`src/rtl/cjt_pkg.sv`:
```
// ----------------------------------------------------------------------------
// cjt_pkg
// Shared widths, codes, reset values and types of the junction tracker.
// ----------------------------------------------------------------------------
package cjt_pkg;

  // field widths
  localparam int unsigned DistW  = 14;
  localparam int unsigned LevelW = 17;
  localparam int unsigned KindW  = 3;
  localparam int unsigned CfgAddrW = 3;
  localparam int unsigned CfgDataW = LevelW;

  // number of lanes, one per direction
  localparam int unsigned NumLanes = 4;

  // one quotient bit per divider step, bits 16 down to 0
  localparam int unsigned LaneSteps = LevelW;
  localparam int unsigned StepCntW  = $clog2(LaneSteps);

  // Q1.16 one
  localparam logic [LevelW-1:0] OneQ16 = LevelW'(65536);

  // register indexes
  localparam logic [CfgAddrW-1:0] CfgRangeMin = CfgAddrW'(0);
  localparam logic [CfgAddrW-1:0] CfgRangeMax = CfgAddrW'(1);
  localparam logic [CfgAddrW-1:0] CfgEnter    = CfgAddrW'(2);
  localparam logic [CfgAddrW-1:0] CfgExit     = CfgAddrW'(3);
  localparam logic [CfgAddrW-1:0] CfgDeadEnd  = CfgAddrW'(4);

  // register reset values
  localparam logic [DistW-1:0]  RangeMinRst = DistW'(0);
  localparam logic [DistW-1:0]  RangeMaxRst = DistW'(2500);
  localparam logic [LevelW-1:0] EnterRst    = LevelW'(13763);
  localparam logic [LevelW-1:0] ExitRst     = LevelW'(11796);
  localparam logic [LevelW-1:0] DeadEndRst  = LevelW'(0);

  // junction codes
  typedef enum logic [KindW-1:0] {
    K_NONE       = 3'd0,
    K_ALL        = 3'd1,
    K_RIGHT_T    = 3'd2,
    K_LEFT_T     = 3'd3,
    K_TOP_T      = 3'd4,
    K_DEAD       = 3'd5,
    K_LEFT_TURN  = 3'd6,
    K_RIGHT_TURN = 3'd7
  } kind_t;

  // sequencer states
  typedef enum logic {
    ST_IDLE,
    ST_DIV
  } state_t;

  // levels handed to the merging stage
  typedef struct packed {
    logic [LevelW-1:0] enter_level;
    logic [LevelW-1:0] exit_level;
    logic [LevelW-1:0] dead_end_level;
  } levels_t;

  // lane control and status
  typedef struct packed {
    logic start;
  } lane_ctrl_t;

  typedef struct packed {
    logic              done;
    logic [LevelW-1:0] level;
  } lane_stat_t;

endpackage

```
`src/rtl/cjt_if.sv`:
```
// ----------------------------------------------------------------------------
// cjt_if
// Valid/ready channels for scan items and result items.
// ----------------------------------------------------------------------------
interface cjt_in_if;
  logic                     valid;
  logic                     ready;
  logic [cjt_pkg::DistW-1:0] dist_left;
  logic [cjt_pkg::DistW-1:0] dist_front;
  logic [cjt_pkg::DistW-1:0] dist_right;
  logic [cjt_pkg::DistW-1:0] dist_back;

  modport source (output valid, output dist_left, output dist_front,
                  output dist_right, output dist_back, input ready);
  modport sink   (input valid, input dist_left, input dist_front,
                  input dist_right, input dist_back, output ready);
endinterface

interface cjt_out_if;
  logic                     valid;
  logic                     ready;
  logic [cjt_pkg::KindW-1:0] detected_kind;
  logic [cjt_pkg::KindW-1:0] held_kind;

  modport source (output valid, output detected_kind, output held_kind, input ready);
  modport sink   (input valid, input detected_kind, input held_kind, output ready);
endinterface

```
`src/rtl/corridor_junction_tracker.sv`:
```
// ----------------------------------------------------------------------------
// corridor_junction_tracker
// Normalizes the four distances of a scan in four divider lanes and
// tracks corridor junctions from the merged levels.
// ----------------------------------------------------------------------------
//  channel | direction | handshake       | payload
//  in_ch   | in        | valid / ready   | dist_left, dist_front, dist_right, dist_back
//  out_ch  | out       | valid / ready   | detected_kind, held_kind
//  cfg_*   | in        | cfg_we          | cfg_addr, cfg_wdata
//
//  a result is valid once the 17 steps of the lane dividers (one quotient bit
//  a cycle) are done and the result is loaded into the output register
//  one item is in the lanes at a time; the next item is taken from the cycle
//  after the load, even while the previous result is still waiting in the
//  output register
//  a stalled output holds the finished lane levels until the register frees
//  synchronous active-low reset; the held junction returns to none
// ----------------------------------------------------------------------------
module corridor_junction_tracker (
  input  logic                          clk,
  input  logic                          rst_n,
  cjt_in_if.sink                        in_ch,
  cjt_out_if.source                     out_ch,
  input  logic                          cfg_we,
  input  logic [cjt_pkg::CfgAddrW-1:0]  cfg_addr,
  input  logic [cjt_pkg::CfgDataW-1:0]  cfg_wdata
);

  // configuration registers
  logic [cjt_pkg::DistW-1:0] range_min_r, range_max_r;
  cjt_pkg::levels_t          levels_r;

  always_ff @(posedge clk) begin
    if (!rst_n) begin
      range_min_r             <= cjt_pkg::RangeMinRst;
      range_max_r             <= cjt_pkg::RangeMaxRst;
      levels_r.enter_level    <= cjt_pkg::EnterRst;
      levels_r.exit_level     <= cjt_pkg::ExitRst;
      levels_r.dead_end_level <= cjt_pkg::DeadEndRst;
    end else if (cfg_we) begin
      unique case (cfg_addr)
        cjt_pkg::CfgRangeMin: range_min_r <= cfg_wdata[cjt_pkg::DistW-1:0];
        cjt_pkg::CfgRangeMax: range_max_r <= cfg_wdata[cjt_pkg::DistW-1:0];
        cjt_pkg::CfgEnter:    levels_r.enter_level    <= cfg_wdata;
        cjt_pkg::CfgExit:     levels_r.exit_level     <= cfg_wdata;
        cjt_pkg::CfgDeadEnd:  levels_r.dead_end_level <= cfg_wdata;
        default: ;
      endcase
    end
  end

  // sequencer
  cjt_pkg::state_t     state_r, state_nxt;
  logic                out_valid_r, out_valid_nxt;
  logic                in_acc, load;
  cjt_pkg::lane_ctrl_t lane_ctrl;
  cjt_pkg::lane_stat_t stat [cjt_pkg::NumLanes];
  logic                lanes_done;

  assign in_acc         = in_ch.valid && in_ch.ready;
  assign lane_ctrl.start = in_acc;
  assign lanes_done     = stat[0].done && stat[1].done && stat[2].done && stat[3].done;

  always_comb begin
    state_nxt     = state_r;
    out_valid_nxt = out_valid_r;
    load          = 1'b0;
    in_ch.ready   = 1'b0;
    if (out_ch.valid && out_ch.ready) begin
      out_valid_nxt = 1'b0;
    end
    unique case (state_r)
      cjt_pkg::ST_IDLE: begin
        in_ch.ready = 1'b1;
        if (in_ch.valid) begin
          state_nxt = cjt_pkg::ST_DIV;
        end
      end
      cjt_pkg::ST_DIV: begin
        if (lanes_done && (!out_valid_r || out_ch.ready)) begin
          load          = 1'b1;
          out_valid_nxt = 1'b1;
          state_nxt     = cjt_pkg::ST_IDLE;
        end
      end
      default: state_nxt = cjt_pkg::ST_IDLE;
    endcase
  end

  always_ff @(posedge clk) begin
    if (!rst_n) begin
      state_r     <= cjt_pkg::ST_IDLE;
      out_valid_r <= 1'b0;
    end else begin
      state_r     <= state_nxt;
      out_valid_r <= out_valid_nxt;
    end
  end

  // four normalizing lanes
  cjt_lane u_lane_left (
    .clk(clk), .rst_n(rst_n), .ctrl(lane_ctrl), .dist_mm(in_ch.dist_left),
    .range_min(range_min_r), .range_max(range_max_r), .stat(stat[0])
  );
  cjt_lane u_lane_front (
    .clk(clk), .rst_n(rst_n), .ctrl(lane_ctrl), .dist_mm(in_ch.dist_front),
    .range_min(range_min_r), .range_max(range_max_r), .stat(stat[1])
  );
  cjt_lane u_lane_right (
    .clk(clk), .rst_n(rst_n), .ctrl(lane_ctrl), .dist_mm(in_ch.dist_right),
    .range_min(range_min_r), .range_max(range_max_r), .stat(stat[2])
  );
  cjt_lane u_lane_back (
    .clk(clk), .rst_n(rst_n), .ctrl(lane_ctrl), .dist_mm(in_ch.dist_back),
    .range_min(range_min_r), .range_max(range_max_r), .stat(stat[3])
  );

  // merging stage
  cjt_pkg::kind_t detected_r, held_r;

  cjt_merge u_merge (
    .clk(clk), .rst_n(rst_n), .load(load), .levels(levels_r),
    .lvl_left(stat[0].level), .lvl_front(stat[1].level),
    .lvl_right(stat[2].level), .lvl_back(stat[3].level),
    .detected_r(detected_r), .held_r(held_r)
  );

  assign out_ch.valid         = out_valid_r;
  assign out_ch.detected_kind = detected_r;
  assign out_ch.held_kind     = held_r;

  // lanes run in lock-step
  a_lanes_agree: assert property (@(posedge clk) disable iff (!rst_n)
    stat[0].done == stat[3].done && stat[1].done == stat[2].done
    && stat[0].done == stat[1].done)
    else $error("lane done flags disagree");

  // a junction newly reported is also the one held
  a_detect_held: assert property (@(posedge clk) disable iff (!rst_n)
    load |=> (detected_r == cjt_pkg::K_NONE || detected_r == held_r))
    else $error("detected junction not held");

  // nothing new is reported while a junction was already held
  a_no_detect_while_held: assert property (@(posedge clk) disable iff (!rst_n)
    load && held_r != cjt_pkg::K_NONE |=> detected_r == cjt_pkg::K_NONE)
    else $error("junction reported while one was held");

  // a result is loaded only after the lanes have finished
  a_load_after_lanes: assert property (@(posedge clk) disable iff (!rst_n)
    load |-> lanes_done && state_r == cjt_pkg::ST_DIV)
    else $error("result loaded before lanes finished");

endmodule

```
`src/rtl/cjt_lane.sv`:
```
// ----------------------------------------------------------------------------
// cjt_lane
// One normalizing lane: maps a distance to Q1.16 with a restoring divider
// that produces one quotient bit a cycle.
// ----------------------------------------------------------------------------
module cjt_lane (
  input  logic                       clk,
  input  logic                       rst_n,
  input  cjt_pkg::lane_ctrl_t        ctrl,
  input  logic [cjt_pkg::DistW-1:0]  dist_mm,
  input  logic [cjt_pkg::DistW-1:0]  range_min,
  input  logic [cjt_pkg::DistW-1:0]  range_max,
  output cjt_pkg::lane_stat_t        stat
);

  localparam int unsigned RemW = cjt_pkg::DistW + 1;

  logic                         busy_r, busy_nxt;
  logic                         done_r, done_nxt;
  logic [cjt_pkg::StepCntW-1:0] cnt_r, cnt_nxt;
  logic [RemW-1:0]              rem_r, rem_nxt;
  logic [cjt_pkg::DistW-1:0]    den_r;
  logic [cjt_pkg::LevelW-1:0]   quo_r, quo_nxt;
  logic                         over_r, zero_r;

  logic            below, above, empty;
  logic            ge;
  logic [RemW-1:0] diff;

  // out-of-range and empty-range checks at start
  assign below = dist_mm < range_min;
  assign above = dist_mm > range_max;
  assign empty = range_max <= range_min;

  // divider step
  assign ge   = rem_r >= {1'b0, den_r};
  assign diff = rem_r - {1'b0, den_r};

  always_comb begin
    busy_nxt = busy_r;
    done_nxt = done_r;
    cnt_nxt  = cnt_r;
    rem_nxt  = rem_r;
    quo_nxt  = quo_r;
    if (ctrl.start) begin
      busy_nxt = 1'b1;
      done_nxt = 1'b0;
      cnt_nxt  = '0;
      rem_nxt  = {1'b0, dist_mm - range_min};
      quo_nxt  = '0;
    end else if (busy_r) begin
      rem_nxt = {(ge ? diff[RemW-2:0] : rem_r[RemW-2:0]), 1'b0};
      quo_nxt = {quo_r[cjt_pkg::LevelW-2:0], ge};
      cnt_nxt = cnt_r + 1'b1;
      if (cnt_r == cjt_pkg::StepCntW'(cjt_pkg::LaneSteps - 1)) begin
        busy_nxt = 1'b0;
        done_nxt = 1'b1;
      end
    end
  end

  // control state
  always_ff @(posedge clk) begin
    if (!rst_n) begin
      busy_r <= 1'b0;
      done_r <= 1'b0;
      cnt_r  <= '0;
    end else begin
      busy_r <= busy_nxt;
      done_r <= done_nxt;
      cnt_r  <= cnt_nxt;
    end
  end

  // datapath
  always_ff @(posedge clk) begin
    rem_r <= rem_nxt;
    quo_r <= quo_nxt;
    if (ctrl.start) begin
      den_r  <= range_max - range_min;
      over_r <= !below && above;
      zero_r <= below || (!above && empty);
    end
  end

  // result select
  assign stat.done  = done_r;
  assign stat.level = over_r ? cjt_pkg::OneQ16 : (zero_r ? '0 : quo_r);

endmodule

```
`src/rtl/cjt_merge.sv`:
```
// ----------------------------------------------------------------------------
// cjt_merge
// Merging stage: classifies the four lane levels or applies the release
// rule of the held junction, and holds the junction and the result.
// ----------------------------------------------------------------------------
module cjt_merge (
  input  logic                        clk,
  input  logic                        rst_n,
  input  logic                        load,
  input  cjt_pkg::levels_t            levels,
  input  logic [cjt_pkg::LevelW-1:0]  lvl_left,
  input  logic [cjt_pkg::LevelW-1:0]  lvl_front,
  input  logic [cjt_pkg::LevelW-1:0]  lvl_right,
  input  logic [cjt_pkg::LevelW-1:0]  lvl_back,
  output cjt_pkg::kind_t              detected_r,
  output cjt_pkg::kind_t              held_r
);

  cjt_pkg::kind_t held_nxt, detected_nxt, found;
  logic le, fe, re, be;
  logic lx, fx, rx, bx;
  logic lgx, rgx, bgx;
  logic fd;
  logic release_hit;

  // threshold compares
  assign le  = lvl_left  > levels.enter_level;
  assign fe  = lvl_front > levels.enter_level;
  assign re  = lvl_right > levels.enter_level;
  assign be  = lvl_back  > levels.enter_level;
  assign lx  = lvl_left  < levels.exit_level;
  assign fx  = lvl_front < levels.exit_level;
  assign rx  = lvl_right < levels.exit_level;
  assign bx  = lvl_back  < levels.exit_level;
  assign lgx = lvl_left  > levels.exit_level;
  assign rgx = lvl_right > levels.exit_level;
  assign bgx = lvl_back  > levels.exit_level;
  assign fd  = lvl_front < levels.dead_end_level;

  // classification in priority order
  always_comb begin
    priority if (le && re && fe && be) found = cjt_pkg::K_ALL;
    else if (re && fe && be)           found = cjt_pkg::K_RIGHT_T;
    else if (le && fe && be)           found = cjt_pkg::K_LEFT_T;
    else if (le && re && be)           found = cjt_pkg::K_TOP_T;
    else if (lx && rx && fd)           found = cjt_pkg::K_DEAD;
    else if (lgx && bgx)               found = cjt_pkg::K_LEFT_TURN;
    else if (rgx && bgx)               found = cjt_pkg::K_RIGHT_TURN;
    else                               found = cjt_pkg::K_NONE;
  end

  // release rule of the held junction; a dead end never releases
  always_comb begin
    unique case (held_r)
      cjt_pkg::K_ALL:        release_hit = lx || rx || fx || bx;
      cjt_pkg::K_RIGHT_T:    release_hit = rx || fx || bx || le;
      cjt_pkg::K_LEFT_T:     release_hit = lx || fx || bx || re;
      cjt_pkg::K_TOP_T:      release_hit = lx || rx || bx || fe;
      cjt_pkg::K_LEFT_TURN:  release_hit = re || lx || fx;
      cjt_pkg::K_RIGHT_TURN: release_hit = le || rx || fx;
      default:               release_hit = 1'b0;
    endcase
  end

  always_comb begin
    if (held_r == cjt_pkg::K_NONE) begin
      detected_nxt = found;
      held_nxt     = found;
    end else begin
      detected_nxt = cjt_pkg::K_NONE;
      held_nxt     = release_hit ? cjt_pkg::K_NONE : held_r;
    end
  end

  // held junction
  always_ff @(posedge clk) begin
    if (!rst_n) begin
      held_r <= cjt_pkg::K_NONE;
    end else if (load) begin
      held_r <= held_nxt;
    end
  end

  // result register
  always_ff @(posedge clk) begin
    if (load) begin
      detected_r <= detected_nxt;
    end
  end

endmodule

```
`src/flat_wrapper.sv`:
```
// flat-port wrapper written by rule: the top's interface ports become plain ports
module corridor_junction_tracker_flat 
  (clk, rst_n, cfg_we, cfg_addr, cfg_wdata, in_ch_valid, in_ch_dist_left, in_ch_dist_front, in_ch_dist_right, in_ch_dist_back, in_ch_ready, out_ch_valid, out_ch_detected_kind, out_ch_held_kind, out_ch_ready);
  cjt_in_if in_ch_i ();
  cjt_out_if out_ch_i ();
  input  logic clk;
  input  logic rst_n;
  input  logic cfg_we;
  input  logic [cjt_pkg::CfgAddrW-1:0] cfg_addr;
  input  logic [cjt_pkg::CfgDataW-1:0] cfg_wdata;
  input wire logic [$bits(in_ch_i.valid)-1:0] in_ch_valid;
  input wire logic [$bits(in_ch_i.dist_left)-1:0] in_ch_dist_left;
  input wire logic [$bits(in_ch_i.dist_front)-1:0] in_ch_dist_front;
  input wire logic [$bits(in_ch_i.dist_right)-1:0] in_ch_dist_right;
  input wire logic [$bits(in_ch_i.dist_back)-1:0] in_ch_dist_back;
  output wire logic [$bits(in_ch_i.ready)-1:0] in_ch_ready;
  output wire logic [$bits(out_ch_i.valid)-1:0] out_ch_valid;
  output wire logic [$bits(out_ch_i.detected_kind)-1:0] out_ch_detected_kind;
  output wire logic [$bits(out_ch_i.held_kind)-1:0] out_ch_held_kind;
  input wire logic [$bits(out_ch_i.ready)-1:0] out_ch_ready;
  assign in_ch_i.valid = in_ch_valid;
  assign in_ch_i.dist_left = in_ch_dist_left;
  assign in_ch_i.dist_front = in_ch_dist_front;
  assign in_ch_i.dist_right = in_ch_dist_right;
  assign in_ch_i.dist_back = in_ch_dist_back;
  assign in_ch_ready = in_ch_i.ready;
  assign out_ch_valid = out_ch_i.valid;
  assign out_ch_detected_kind = out_ch_i.detected_kind;
  assign out_ch_held_kind = out_ch_i.held_kind;
  assign out_ch_i.ready = out_ch_ready;
  corridor_junction_tracker u_core (.clk(clk), .rst_n(rst_n), .in_ch(in_ch_i), .out_ch(out_ch_i), .cfg_we(cfg_we), .cfg_addr(cfg_addr), .cfg_wdata(cfg_wdata));
endmodule
```
`config.mk`:
```
export PLATFORM = sky130hd
export DESIGN_NAME = corridor_junction_tracker_flat
export DESIGN_NICKNAME = d
export VERILOG_FILES = /design/src/rtl/cjt_pkg.sv /design/src/rtl/cjt_if.sv /design/src/rtl/corridor_junction_tracker.sv /design/src/rtl/cjt_lane.sv /design/src/rtl/cjt_merge.sv /design/src/flat_wrapper.sv
export SDC_FILE = /design/constraint.sdc
export NUM_CORES = 1
export LEC_CHECK = 0
export BUFFER_PORTS_ARGS = -buffer_cell sky130_fd_sc_hd__buf_2
export CORE_MARGIN = 5
export CORE_UTILIZATION = 38
export DETAILED_ROUTE_END_ITERATION = 8
export GPL_TIMING_DRIVEN = 0
export SYNTH_ARGS = -nofsm -noshare
export SYNTH_HDL_FRONTEND = slang
export SYNTH_SLANG_ARGS = --single-unit
```
`constraint.sdc`:
```
create_clock -name clk -period 4.3 [get_ports clk]
set_input_delay 0.645 -clock clk [delete_from_list [all_inputs] [get_ports clk]]
set_output_delay 0.645 -clock clk [all_outputs]
set_load 0.005 [all_outputs]
```
==> run metrics, run 1 <==
status=finished clean; antenna cells=0; total power=9.287 mW; I/O pin count=89; Area Growth Syn to Fin=11.35%; Seq cells post-synth=265; Root Driver=clkbuf_16; Mapped Area=21200 um^2; initial drt markers=1398; Synthesized Nets=2866; worst r2r path cells=11; vias in the first global route=18410; slowest stage delay, CP=0.72 ns; worst-path fanout max=7; Vias/cell=5.590; pwr dens=393.5 nW/um^2; die height=246.2 um; antenna violations before repair=1; clock-pin slew on the worst setup and hold paths=0.06 ns; Hold Startpoint=cfg_wdata[16]; Hold Fails Final Rpt=0; Lkg Pwr=10.13 nW; Main synth FF type=dfxtp_1; CP max stage cell=dfxtp_1; commonest non-fill, non-tap cell in the layout=ha_1; commonest non-fill, non-tap cells in the layout=341 x ha_1, 273 x nand2_1, 207 x nor2_1; Hold Buf Count CTS=0; # Post-CTS Setup Buffers=0; most frequent CP cell=o21ai_0; Antenna Nets Post-Route=0; Setup crit end kind=flip-flop; Post-Synthesis Cells=2435; post-synthesis adder-cell area fraction=20.98%; P_int=5.933 mW; fin nets=2986; Worst slew margin=27.61%; Starting Density=38.40%; Global Route Usage Sum=22.48%; main combinational cell family by area after synthesis=adder cells; FF-to-FF setup slack=0.35 ns; # Max-Cap Violations=0; Worst Path Required=4.60 ns; site row count=86; Synth async-reset ratio=0%; Hold EP=u_core.levels_r[33]; Hold WC Path Type=primary input to flip-flop; critical path class=flip-flop to flip-flop; Total Die Area=60600 um^2; first-pass GRT wire length=106.2 mm; H-tree lvl count=1; TritonCTS Buffers=31; fin crit period=3.952 ns; Worst Skew=0.01559 ns; Cell Chain, Critical Path=inv_1, ha_1, nor2b_1, o21ai_0, a21boi_1, o41ai_1, o21ai_0, o211ai_1, o21ai_0, xnor2_1, a22oi_1; Slew @ Worst Pin=1.086 ns; register area share after synthesis=28.85%; Residual DRC=0; via count=18600; Comb power frac=37.9%; fmax=253.0 MHz; period utilization=91.91%; CTS tree=done; post-synth cell types=90; Die X=246.2 um; DRT Pass-1 Iters=6; switching part of the total=36.12%; Post-Synth Simple-Gate Area=18.70%; Mapped Avg Cell Area=8.704 um^2; PostCTS Resize Cnt=0; YS warnings=0; Setup TNS=0 ns; final WL=70.04 mm; Peak VDD IR=0.0003007 V; Core ar.=55200 um^2; Slew Viols, Final=0; XOR/XNOR Fraction of Synth Area=4.256%; Worst setup SP type=flip-flop; number of synthesized flops with an enable pin=81; wire length per cell=21.05 um; Worst Path Arrival=4.25 ns; FF-to-FF End=u_core.u_lane_front.rem_r[13]; Routability Congestion=0.9577; hold path depth=3; largest net degree at the start of global routing=32; Clock Path Buffers=3; ratio of cells with drive above 1 in the final layout=7.946%; Seq pwr share=33.6%; PortBufs=87; Clock Latency Late Sink=0.59 ns; number of cells after detailed placement=3270; total grt overflow=0; Psw=3.354 mW; RSZ-0062 raised after global routing=no; DPL Wire Length=55.87 mm; reg2reg start=u_core.range_min_r[1]; Clock power frac=28.6%; post-synthesis mux area share=5.171%; CTS Sinks=265; Final setup viols=0; compound-gate portion of the synthesized area=17.91%; post-route insts no fill=3328
[registers in the layout, indices dropped and copies added (netlist names), 14 cells and up]
register and flops:
u_core.levels_r 51, u_core.u_lane_back.quo_r 17, u_core.u_lane_front.quo_r 17, u_core.u_lane_left.quo_r 17, u_core.u_lane_right.quo_r 17, u_core.u_lane_back.rem_r 15
u_core.u_lane_front.rem_r 15, u_core.u_lane_left.rem_r 15, u_core.u_lane_right.rem_r 15, u_core.range_max_r 14, u_core.range_min_r 14, u_core.u_lane_left.den_r 14
[cells by family (layout without fill, tap and decap cells)]
family          after synthesis  count (layout)
fa+ha+maj                   350             350
mux                         109             109
simple gates                828             828
flops                       265             265
compound gates              555             555
buf+inv                     225             370
xor+xnor                    103             103
[how the worst max path moves through the flow]
stage | slack [ns] | endpoint | start
2_1_floorplan | 1.39 | u_core.u_merge.held_r[1] | u_core.u_lane_right.over_r
3_3_place_gp | 0.50 | u_core.u_lane_back.rem_r[13] | u_core.range_min_r[1]
3_5_place_dp | 0.45 | u_core.u_lane_back.rem_r[13] | u_core.range_min_r[1]
4_1_cts | 0.43 | u_core.u_lane_back.rem_r[13] | u_core.range_min_r[1]
5_1_grt | 0.08 | u_core.u_lane_front.rem_r[13] | u_core.range_min_r[1]
6_report | 0.35 | u_core.u_lane_front.rem_r[13] | u_core.range_min_r[1]
[power groups by stage]
stage | Sequential [mW] | Combinational, mW | Clock [mW]
2_1_floorplan | 3.10 | 2.64 | 0
3_3_place_gp | 3.16 | 3.38 | 0
3_5_place_dp | 3.17 | 3.44 | 0
4_1_cts | 3.11 | 3.47 | 2.70
5_1_grt | 3.14 | 3.87 | 2.79
6_report | 3.12 | 3.52 | 2.65
[critical path, delay by kind of cell, from the launching register on]
family	cells	cell delay, ns
flip-flops	1	0.72
AO/OA/AOI/OAI	7	1.66
adder cells (fa/ha/maj)	1	0.36
XOR/XNOR	1	0.44
AND/OR/NAND/NOR	1	0.13
buffers and inverters	1	0.34
[per-stage QoR]
step | setup WS [ns] | instance area (um^2) | util (%) | hold slack (ns)
finish | 0.3477 | 23600 | 42.76 | 0.3464
global route | 0.08210 | 23600 | 42.76 | 0.3280
CTS | 0.4269 | 23600 | 42.76 | 0.3122
detailed placement | 0.4493 | 22570 | 40.88 | 0.4577
global placement | 0.4970 | 22570 | 40.88 | 0.4493
floorplan | 1.395 | 21200 | - | 0.4298
[layout make-up]
type                    count  area, um^2
fillers                  5424       31600
multi-input cells        1945       14200
flip-flops and latches    265        6116
clock buffers              44       935.9
well taps                 748       935.9
inverters                 155       581.8
repair buffers             87       435.4
plain buffers              70       295.3
clock inverters            14       97.59
[synthesized netlist by cell type, drive strengths merged, types with 51 or more instances]
master | count | area, um^2
o21ai | 84 | 439.2
dfxtp | 184 | 3684
a21o | 51 | 382.9
inv | 154 | 578.1
clkbuf | 58 | 217.7
nand2 | 273 | 1025
a21boi | 71 | 533.0
nor2 | 207 | 777.0
and2 | 65 | 406.6
mux2i | 105 | 1051
a21oi | 165 | 855.8
xnor2 | 60 | 525.5
edfxtp | 81 | 2432
ha | 341 | 4267
[layer usage]
metal | wire, um | GRT usage [%] | up-vias
met1 | 32010 | 30.95 | 8986
met5 | 0 | 0 | -
met3 | 4080 | 2.397 | 122
met2 | 31880 | 37.32 | 501
li1 | - | - | 8993
met4 | 2072 | 6.826 | 0
Power figures use the tool's default switching activity.
==> run 2: changes to the inputs <==
CORE_ASPECT_RATIO = 0.5   (was unset)
SETUP_SLACK_MARGIN = 0.05   (was unset)
==> run metrics, run 2 (synthesis results as in run 1) <==
status=finished clean; DPL Wire Length=53.26 mm (-4.7%); PortBufs=87 (unchanged); fmax=242.2 MHz (-4.3%); CP max stage cell=dfxtp_1; DRT Pass-1 Iters=6 (unchanged); commonest non-fill, non-tap cells in the layout=341 x ha_1, 273 x nand2_1, 207 x nor2_1; Global Route Usage Sum=22.24% (-0.25 points); Peak VDD IR=0.0003422 V (+14%); critical path class=flip-flop to flip-flop; Clock Path Buffers=3 (unchanged); Antenna Nets Post-Route=0 (unchanged); met1 usage=30.29% (-0.66 points); Setup TNS=0 ns (unchanged); Hold Fails Final Rpt=0 (unchanged); placed cell area=22580 um^2 (about the same); max FFs per register=51 (unchanged); first-pass GRT wire length=103.3 mm (-2.8%); Area Growth Syn to Fin=11.08%; reg2reg start=u_core.range_min_r[1]; worst r2r path cells=11 (unchanged); fin nets=2984 (-0.067%); via count=18430 (-0.91%); wire length per cell=20.80 um (-1.2%); site row count=61 (-29%); most frequent CP cell=o21a_1; RSZ-0062 raised after global routing=no; hold path depth=3 (unchanged); initial drt markers=1497 (+7.1%); Vias/cell=5.530 (-1.1%); Clock Latency Late Sink=0.60 ns (about the same); Lkg Pwr=10.09 nW (-0.40%); Total Die Area=60890 um^2 (+0.47%); FF-to-FF setup slack=0.17 ns (-0.18 ns); worst-path fanout max=7 (unchanged); post-route cell area=23540 um^2 (-0.24%); Slew @ Worst Pin=1.145 ns (+0.05879 ns); CTS Sinks=265 (unchanged); P_int=5.841 mW (-1.5%); ratio of cells with drive above 1 in the final layout=7.803% (-0.14 points); antenna violations before repair=0 (-1); Routability Congestion=0.9404 (-1.8%); fin crit period=4.129 ns (+0.1763 ns); Final Util=42.55% (-0.21 points); Hold Startpoint=cfg_wdata[15]; Hold EP=u_core.levels_r[49]; # Max-Cap Violations=0 (unchanged); vias in the first global route=17530 (-4.8%); I/O pin count=89 (unchanged); period utilization=96.01% (+4.1 points); pre-CTS setup slack=0.4195 ns (-0.02981 ns); Hold Buf Count CTS=0 (unchanged); Hold WC Path Type=primary input to flip-flop; smallest setup slack after layout=0.1714 ns (-0.1763 ns); Worst setup SP type=flip-flop; Clock power frac=27.9% (-0.7 points); Fillers=5573 (+2.7%); final WL=69.32 mm (-1.0%); slowest stage delay, CP=0.86 ns (+0.14 ns); Worst Skew=0.03392 ns (+0.01834 ns); Slew Viols, Final=0 (unchanged); Core ar.=55330 um^2 (+0.24%); busiest metal layer after global routing=met2; Root Driver=clkbuf_16; # Post-CTS Setup Buffers=0 (unchanged); switching part of the total=36.74% (+0.63 points); Starting Density=38.30% (-0.093 points); PostCTS Resize Cnt=0 (unchanged); met3 global-route usage=2.681% (+0.28 points); largest net degree at the start of global routing=32 (unchanged); Residual DRC=0 (unchanged); commonest non-fill, non-tap cell in the layout=ha_1; die height=177 um (-28%); Psw=3.392 mW (+1.1%); Worst Path Required=4.58 ns (-0.02 ns); global routing usage on met2=36.19% (-1.1 points); FF-to-FF End=u_core.u_lane_back.rem_r[13]; largest reg by FF count=u_core.levels_r; TritonCTS Buffers=29 (-6.5%); Comb power frac=38.3% (+0.4 points); Setup crit end kind=flip-flop; H-tree lvl count=1 (unchanged); clock-pin slew on the worst setup and hold paths=0.07 ns (about the same); Worst slew margin=23.69% (-3.9 points); total grt overflow=0 (unchanged); Seq pwr share=33.8% (+0.2 points); CTS tree=done; Die X=344.0 um (+40%); Final setup viols=0 (unchanged); Cell Chain, Critical Path=inv_1, ha_1, nor2b_1, o21a_1, o21a_1, nor4_1, nor4_2, nor3_1, o41ai_2, xnor2_1, a22oi_1; Worst Path Arrival=4.41 ns (+0.16 ns); pwr dens=392.2 nW/um^2 (-0.33%)
run 2: metal layers:
metal,routed length (um),vias up,share of wire [%]
li1,-,8991,-
met2,30860,599,45
met4,3124,0,4.5
met3,4541,136,6.6
met5,0,-,0
met1,30800,8706,44
run 2: worst max-delay path by stage:
stage	from	to	slack (ns)	depth (start not counted)
after global routing	u_core.range_min_r[1]	u_core.u_lane_front.rem_r[13]	0.06	11
after floorplan	u_core.u_lane_right.over_r	u_core.u_merge.held_r[1]	1.39	13
final	u_core.range_min_r[1]	u_core.u_lane_back.rem_r[13]	0.17	11
after global placement	u_core.range_min_r[1]	u_core.u_lane_front.rem_r[13]	0.35	11
after detailed placement	u_core.range_min_r[1]	u_core.u_lane_front.rem_r[13]	0.42	11
after CTS	u_core.range_min_r[1]	u_core.u_lane_front.rem_r[13]	0.33	11
run 2: layout make-up:
type | count | area, um^2 | share of cell area, %
inverter | 155 | 581.8 | 2.471
sequential | 265 | 6116 | 25.98
antenna | 1 | 2.502 | 0.01063
timing repair buffer | 87 | 435.4 | 1.849
buffer | 70 | 295.3 | 1.254
tap | 756 | 945.9 | 4.018
clock buffer | 36 | 782.0 | 3.321
multi-input combinational | 1945 | 14200 | 60.33
clock inverter | 18 | 181.4 | 0.7706
run 2: stage by stage:
stage	hold slack [ns]	total power [mW]	std cells
2_1_floorplan	0.4298	5.743	2435
3_3_place_gp	0.4514	6.600	3278
3_5_place_dp	0.4577	6.632	3278
4_1_cts	0.2802	9.237	3332
5_1_grt	0.3115	9.786	3332
6_report	0.3231	9.233	3333
run 2: power by group through the flow:
stage          Sequential (mW)  Clock, mW  Combinational [mW]
2_1_floorplan             3.10          0                2.64
3_3_place_gp              3.17          0                3.43
3_5_place_dp              3.17          0                3.46
4_1_cts                   3.12       2.63                3.49
5_1_grt                   3.15       2.74                3.90
6_report                  3.12       2.58                3.53
run 2: worst max-delay path, delay by kind of cell, from the launching register on:
| kind | cells | cell delay (ns) |
|---|---|---|
| simple gates | 4 | 1.01 |
| xor+xnor | 1 | 0.42 |
| buf+inv | 1 | 0.43 |
| flops | 1 | 0.86 |
| compound gates | 4 | 0.68 |
| fa+ha+maj | 1 | 0.39 |
==> run 3: changes to the inputs <==
CELL_PAD_IN_SITES_DETAIL_PLACEMENT = 1   (was unset)
CELL_PAD_IN_SITES_GLOBAL_PLACEMENT = 1   (was unset)
PLACE_DENSITY_LB_ADDON = 0.1   (was unset)
clock period = 4.5 ns   (was 4.3 ns; I/O delays follow)
==> run metrics, run 3 (synthesis results as in run 1) <==
Residual DRC=0 (unchanged); Clock Path Buffers=3 (unchanged); largest net degree at the start of global routing=32 (unchanged); Hold Startpoint=cfg_wdata[15]; Clock Latency Late Sink=0.62 ns (+0.02 ns); final WL=77.19 mm (+11%); Cell Chain, Critical Path=inv_1, ha_1, nor2b_1, o21ai_0, a21boi_1, o41ai_1, o21ai_0, o211ai_1, o21ai_0, xnor2_1, a22oi_1; Hold Fails Final Rpt=0 (unchanged); Hold WC Path Type=primary input to flip-flop; clock-pin slew on the worst setup and hold paths=0.06 ns (about the same); fin nets=2984 (unchanged); Slew Viols, Final=0 (unchanged); Lkg Pwr=10.11 nW (+0.20%); CP Launch Point=u_core.range_min_r[1]; H-tree lvl count=1 (unchanged); I/O pin count=89 (unchanged); ratio of cells with drive above 1 in the final layout=7.770% (-0.033 points); Area Growth Syn to Fin=11.17% (about the same); first-pass GRT wire length=114.7 mm (+11%); pwr dens=382.8 nW/um^2 (-2.4%); Starting Density=38.30% (unchanged); Setup crit end kind=flip-flop; Worst Skew=0.01907 ns (-0.01486 ns); period utilization=89.81% (-6.2 points); critical path class=flip-flop to flip-flop; most frequent CP cell=o21ai_0; Worst setup SP type=flip-flop; wire length per cell=23.18 um (+11%); Peak VDD IR=0.0002625 V (-23%); initial drt markers=1173 (-22%); commonest non-fill, non-tap cell in the layout=ha_1; worst-path fanout max=7 (unchanged); antenna cells=0 (-1); largest reg by FF count=u_core.levels_r; PostCTS Resize Cnt=0 (unchanged); reg2reg start=u_core.range_min_r[1]; hold slack=0.3315 ns (+0.008417 ns); status=finished clean; Final setup viols=0 (unchanged); Root Driver=clkbuf_16; Worst slew margin=19.49% (-4.2 points); Total Die Area=60890 um^2 (unchanged); Core ar.=55330 um^2 (unchanged); commonest non-fill, non-tap cells in the layout=341 x ha_1, 273 x nand2_1, 207 x nor2_1; Worst Path Required=4.81 ns (+0.23 ns); Slew @ Worst Pin=1.208 ns (+0.06305 ns); via count=18460 (+0.12%); site row count=61 (unchanged); TritonCTS Buffers=29 (unchanged); # Max-Cap Violations=0 (unchanged); slowest stage delay, CP=0.73 ns (-0.13 ns); Vias/cell=5.542 (+0.21%); CTS Sinks=265 (unchanged); FF-to-FF End=u_core.u_lane_front.rem_r[13]; Setup TNS=0 ns (unchanged); PortBufs=87 (unchanged); Fillers=6565 (+18%); total grt overflow=0 (unchanged); fmax=247.4 MHz (+2.2%); CTS tree=done; vias in the first global route=18690 (+6.6%); Hold EP=u_core.levels_r[32]; max FFs per register=51 (unchanged); Die X=344.0 um (unchanged); Antenna Nets Post-Route=0 (unchanged); DRT Pass-1 Iters=5 (-1); fin crit period=4.041 ns (-0.08727 ns); Global Route Usage Sum=25.04% (+2.8 points); Routability Congestion=0.9021 (-4.1%); # Post-CTS Setup Buffers=0 (unchanged); antenna violations before repair=0 (unchanged); Worst Path Arrival=4.35 ns (-0.06 ns); FF-to-FF setup slack=0.46 ns (+0.29 ns); hold path depth=3 (unchanged); die height=177 um (unchanged); Hold Buf Count CTS=0 (unchanged); RSZ-0062 raised after global routing=no; worst r2r path cells=11 (unchanged); CP max stage cell=dfxtp_1; DPL Wire Length=59.84 mm (+12%)
run 3: cell count changes in the layout (fill, tap and decap cells not counted):
| cell | change |
|---|---|
| inv_6 | -3 |
| clkinv_4 | -1 |
| clkinvlp_4 | -2 |
| diode_2 | -1 |
| clkbuf_8 | +3 |
| clkinv_2 | +1 |
| clkinv_1 | -1 |
| bufinv_16 | +1 |
run 3: worst max path at each step:
stage,to,depth (start not counted)
CTS,u_core.u_lane_front.rem_r[13],11
finish,u_core.u_lane_front.rem_r[13],11
detailed placement,u_core.u_lane_front.zero_r,13
global route,u_core.u_lane_front.rem_r[13],11
global placement,u_core.u_lane_front.zero_r,13
floorplan,u_core.u_lane_front.zero_r,12
run 3: layout make-up:
cell class	count	area, um^2	area share (%)
Timing Repair Buffer	87	435.4	1.848
Buffer	70	295.3	1.253
Sequential cell	265	6116	25.95
Inverter	155	581.8	2.469
Clock buffer	39	823.3	3.494
Tap cell	756	945.9	4.014
Clock inverter	13	162.7	0.6903
Multi-Input combinational cell	1945	14200	60.28
run 3: per-layer routing:
layer | track usage (%) | up-vias | share of wire, %
met5 | 0 | - | 0
met4 | 6.156 | 0 | 2.8
met3 | 3.035 | 96 | 4.3
met2 | 40.88 | 341 | 44
met1 | 35.41 | 9042 | 49
li1 | - | 8976 | -
run 3: metrics by stage:
step	std cells	utilization, %	total power [mW]	area (um^2)	setup WS [ns]
6_report	3330	42.58	9.019	23560	0.4587
2_1_floorplan	2435	-	5.488	21200	1.584
4_1_cts	3330	42.58	9.067	23560	0.4878
5_1_grt	3330	42.58	9.558	23560	0.3126
3_5_place_dp	3278	40.80	6.442	22580	0.5218
3_3_place_gp	3278	40.80	6.397	22580	0.5371
run 3: critical path: cells and delay by family, from the launching register on:
kind | cells | cell delay (ns)
simple gates | 1 | 0.12
compound gates | 7 | 1.75
buf+inv | 1 | 0.37
fa+ha+maj | 1 | 0.36
flops | 1 | 0.73
xor+xnor | 1 | 0.39
run 3: report_power, final:
part | internal [mW] | total (mW) | switching [mW]
sequential | 2.82 | 2.99 | 0.174
combinational | 1.40 | 3.45 | 2.05
clock | 1.46 | 2.58 | 1.12
